$ cat src/rwl_pkg.sv
// Shared constants, mode codes and controller/datapath interface types.
`timescale 1ns / 1ps
package rwl_pkg;

  localparam int NUM_BLOCKS  = 1024;
  localparam int READER_BITS = 16;
  localparam int ADDR_W      = $clog2(NUM_BLOCKS);
  localparam int BLOCK_ID_W  = 10;
  localparam int WORD_W      = READER_BITS + 1;  // reader count above the writer flag
  localparam int ENTRY_W     = WORD_W + 1;       // present bit on top of the lock word

  localparam logic [READER_BITS-1:0] READER_MAX = {READER_BITS{1'b1}};

  localparam logic [1:0] MODE_RELEASE = 2'd0;
  localparam logic [1:0] MODE_READ    = 2'd1;
  localparam logic [1:0] MODE_WRITE   = 2'd2;

  typedef struct packed {
    logic capture;  // latch the request beat
    logic clr_wr;   // write one zero entry of the clearing pass
    logic upd;      // entry read data is valid: update table and result
  } rwl_cmd_t;

  typedef struct packed {
    logic clr_last; // clearing pass is at the last entry
    logic out_free; // result register is free on the next cycle
  } rwl_stat_t;

endpackage

$ cat src/rwl_ctrl.sv
// Sequencer: clearing pass, request capture, entry read, update.
`timescale 1ns / 1ps
module rwl_ctrl import rwl_pkg::*; (
  input  logic      clk,
  input  logic      rst_n,
  input  logic      in_valid,
  output logic      in_ready,
  input  rwl_stat_t stat,
  output rwl_cmd_t  cmd
);

  localparam logic [1:0] ST_CLEAR = 2'd0;
  localparam logic [1:0] ST_IDLE  = 2'd1;
  localparam logic [1:0] ST_RD    = 2'd2;
  localparam logic [1:0] ST_UPD   = 2'd3;

  logic [1:0] state_r, state_nxt;

  assign in_ready    = (state_r == ST_IDLE);
  assign cmd.capture = in_valid && in_ready;
  assign cmd.clr_wr  = (state_r == ST_CLEAR);
  assign cmd.upd     = (state_r == ST_UPD);

  always_comb begin
    state_nxt = state_r;
    case (state_r)
      ST_CLEAR: begin
        if (stat.clr_last) state_nxt = ST_IDLE;
      end
      ST_IDLE: begin
        if (in_valid) state_nxt = ST_RD;
      end
      // hold here, re-reading the entry, until the result register frees up
      ST_RD: begin
        if (stat.out_free) state_nxt = ST_UPD;
      end
      ST_UPD: begin
        state_nxt = ST_IDLE;
      end
      default: begin
        state_nxt = ST_CLEAR;
      end
    endcase
  end

  always_ff @(posedge clk) begin
    if (!rst_n) begin
      state_r <= ST_CLEAR;
    end else begin
      state_r <= state_nxt;
    end
  end

endmodule

$ cat config.mk
export PLATFORM = sky130hd
export DESIGN_NAME = rwl_ctrl
export DESIGN_NICKNAME = d
export VERILOG_FILES = /design/src/rwl_pkg.sv /design/src/rwl_ctrl.sv
export SDC_FILE = /design/constraint.sdc
export NUM_CORES = 1
export LEC_CHECK = 0
export BUFFER_PORTS_ARGS = -buffer_cell sky130_fd_sc_hd__buf_2
export CAP_MARGIN = 0
export CORE_AREA = 4 4 41 43
export CTS_BUF_LIST = sky130_fd_sc_hd__clkbuf_8
export DETAILED_ROUTE_END_ITERATION = 12
export DIE_AREA = 0 0 45 47
export GPL_TIMING_DRIVEN = 1
export PLACE_DENSITY = 0.31
export SYNTH_ARGS = -nofsm -noshare
export SYNTH_HDL_FRONTEND = slang
export SYNTH_SLANG_ARGS = --single-unit
export TNS_END_PERCENT = 100
$ cat constraint.sdc
create_clock -name clk -period 1.55 [get_ports clk]
set_clock_uncertainty 0.05 [all_clocks]
set_input_delay 0.31 -clock clk [delete_from_list [all_inputs] [get_ports clk]]
set_output_delay 0.31 -clock clk [all_outputs]
set_load 0.03 [all_outputs]
==> metrics.md <==
| Metric | Value |
|---|---|
| Top-area cell type share of the netlist area | 0.355 |
| Mapped Nets | 30 |
| Critical path's top delay family | flip-flops |
| Dominant cell type by area after synthesis | ha_1 |
| Drt first-iter violations | 3 |
| Min-Delay Endpoint | state_r[0] |
| Total track usage | 0.0552 |
| Worst-path clk slew | around 0.030 ns |
| R2r startpoint | state_r[0] |
| Slew HR | 0.819 |
| WHS | roughly 0.34 ns |
| Leakage power | 0.169 nW |
| Chip width | about 45 µm |
| Drt drc | 0 |
| IO Count | 9 |
| WL per Instance | around 8.4 µm |
| CP max stage cell | dfxtp_1 |
| Area contributors post-synth | ha_1 35%, dfxtp_1 23%, mux2i_1 11% |
| Post-synth top cells | 5 x ha_1, 5 x inv_1, 3 x nand2_1, 2 x dfxtp_1, 2 x mux2i_1 |
| Total wire length | about 400 µm |
| Clk_lat worst skew | approximately 0.21 ns |
| Ys async rst share | 0 |
| Crit path time final | between 1 and 1.5 ns |
| Worst reg-to-reg setup slack | 0.17 ns |
| Yosys reg bits | 2 |
| Vias in the first global route | approximately 190 |
| Final instance area | slightly above 300 µm² |
| Max reg flops | 2 |
| Global-route wire length before repair | around 770 µm |
| Layout cells sized above 1 | 0.529 |
| Cts hold-fix bufs | 0 |
| Req. time, crit path | around 1.2 ns |
| PnR Total Power | around 700 µW |
| Crit path from | state_r[1] |
| Synthesized area | ~180 µm² |
| Reg2Reg Capture Point | state_r[1] |
| Largest registers | state_r (2) |
| Synth Instances | 20 |
| Die height | 47 µm |
| Post-CTS Setup Bufs | 0 |
| Reg with most FFs | state_r |
| Fin cells | roughly 50 |
| Placed cells | 46 |
| CTS tree | yes |
| YS warnings | 0 |
| Setup TNS | 0 ns |
| MaxCap Viol Count | 0 |
| Detailed Routing Iterations Pass 1 | 4 |
| Max Freq | around 680 MHz |
| Max-slew violations | 0 |
| Slowest stage delay, CP | roughly 0.33 ns |
| Syn Area/Cell | around 9 µm² |
| Via/cell ratio | 3.63 |
| CP Cell Sequence | inv_2, ha_2, and2_2, clkbuf_4 |
| Placed Area | around 260 µm² |
| Setup crit start kind | flop |
| Cts repair resizes | 0 |
| Hold path start | rst_n |
| HPWL Detailed | between 300 and 400 µm |
| Final Hold Viols | 0 |
| Setup CP Type | reg2out |
| Reg2Reg Depth | 5 |
| Power per cell area | approximately 2200 nW/µm² |
| Diodes inserted | 0 |
| Most used flip-flop cell after synthesis | dfxtp_1 |
| Max Root-Sink Buffers | 2 |
| Worst Path Buf+Inv | 2 |
| Synth cell types | 8 |
| RD Place Congestion | approximately 0.72 |
| Antenna violations before repair | 0 |
| RSZ-0062 raised after global routing | no |
| Final net count | 46 |
| Slew of the pin with the lowest slew margin | 0.272 ns |
| Core area | 1300 µm² |
| CTS Buf Count | 3 |
| Port buffer count | 8 |
| CTS H-tree depth | 1 |
| Detail Route Antenna Nets | 0 |
| DR vias | roughly 180 |
| Hold WC Path Type | in2reg |
| Global route overflow | 0 |
| Largest net degree at the start of global routing | 5 |
| Clock root buffer | clkbuf_8 |
| Clk sinks | 2 |
| Critical path peak fanout | 3 |
| Effective utilization at floorplan | 0.136 |
| Status | finished, final reports clean |
| Sequential area share after synthesis | 0.227 |
| Final period util | 0.943 |
| Worst Path Arrival | 1.10 ns |
| FP Rows | 13 |
| Post-synth EDFFs | 0 |
| Die area | ~2100 µm² |
| Hold path cells | 3 |
| Final setup violation count | 0 |
| Peak supply drop | around 560 µV |
| Crit end category | primary output |
| Area grow syn2layout | 73.8% |
stage by stage:
stage	setup WS, ns	util
global route	0.0264	0.236
finish	0.0883	0.236
floorplan	0.0309	-
detailed placement	0.180	0.200
CTS	0.0310	0.232
global placement	0.182	0.200
worst reg2reg max path, cell delays in order (launching register included):
cell	delay, ns
dfxtp_1	0.35
inv_1	0.08
ha_2	0.19
a222oi_1	0.31
buf_4	0.18
mux2i_1	0.16
layer usage:
metal / wire, µm / track usage
met1: 204 / 0.0633
met2: 158 / 0.0678
met5: 0 / 0
met4: 0 / 0.0526
met3: 49 / 0.0345
cell usage in the layout (no fill, tap or decap), drive strengths merged:
cell     n
buf     10
inv      5
ha       5
clkbuf   4
nand2    3
mux2i    2
dfxtp    2
and2     1
nand2b   1
a222oi   1
how the worst max path moves through the flow:
stage / to / slack, ns / cells after the start
final: cmd[2] / 0.09 / 4
after global placement: state_r[1] / 0.18 / 5
after global routing: cmd[2] / 0.03 / 4
after floorplan: state_r[0] / 0.03 / 4
after CTS: cmd[2] / 0.03 / 4
after detailed placement: state_r[1] / 0.18 / 5
area by class of cell:
| cell class | instances | area, µm² |
|---|---|---|
| Inverter | 5 | 18.8 |
| Sequential cell | 2 | 40.0 |
| Fill cell | 159 | 995 |
| Tap cell | 15 | 18.8 |
| Timing Repair Buffer | 11 | 65.1 |
| Multi-Input combinational cell | 13 | 123 |
| Clock buffer | 3 | 41.3 |
cell families after synthesis:
family | synth area share
buffers and inverters | 0.106
DFF | 0.227
and+or+nand+nor | 0.142
muxes | 0.113
adders and majority gates | 0.355
AOI/OAI and AO/OA | 0.0567
where the power goes:
group	internal, mW	total (mW)	switching (mW)
clock network	0.164	0.198	0.0346
logic	0.169	0.388	0.219
registers	0.0778	0.0951	0.0173
total	0.410	0.681	0.271
No activity file was read; power rests on OpenSTA's default activity.
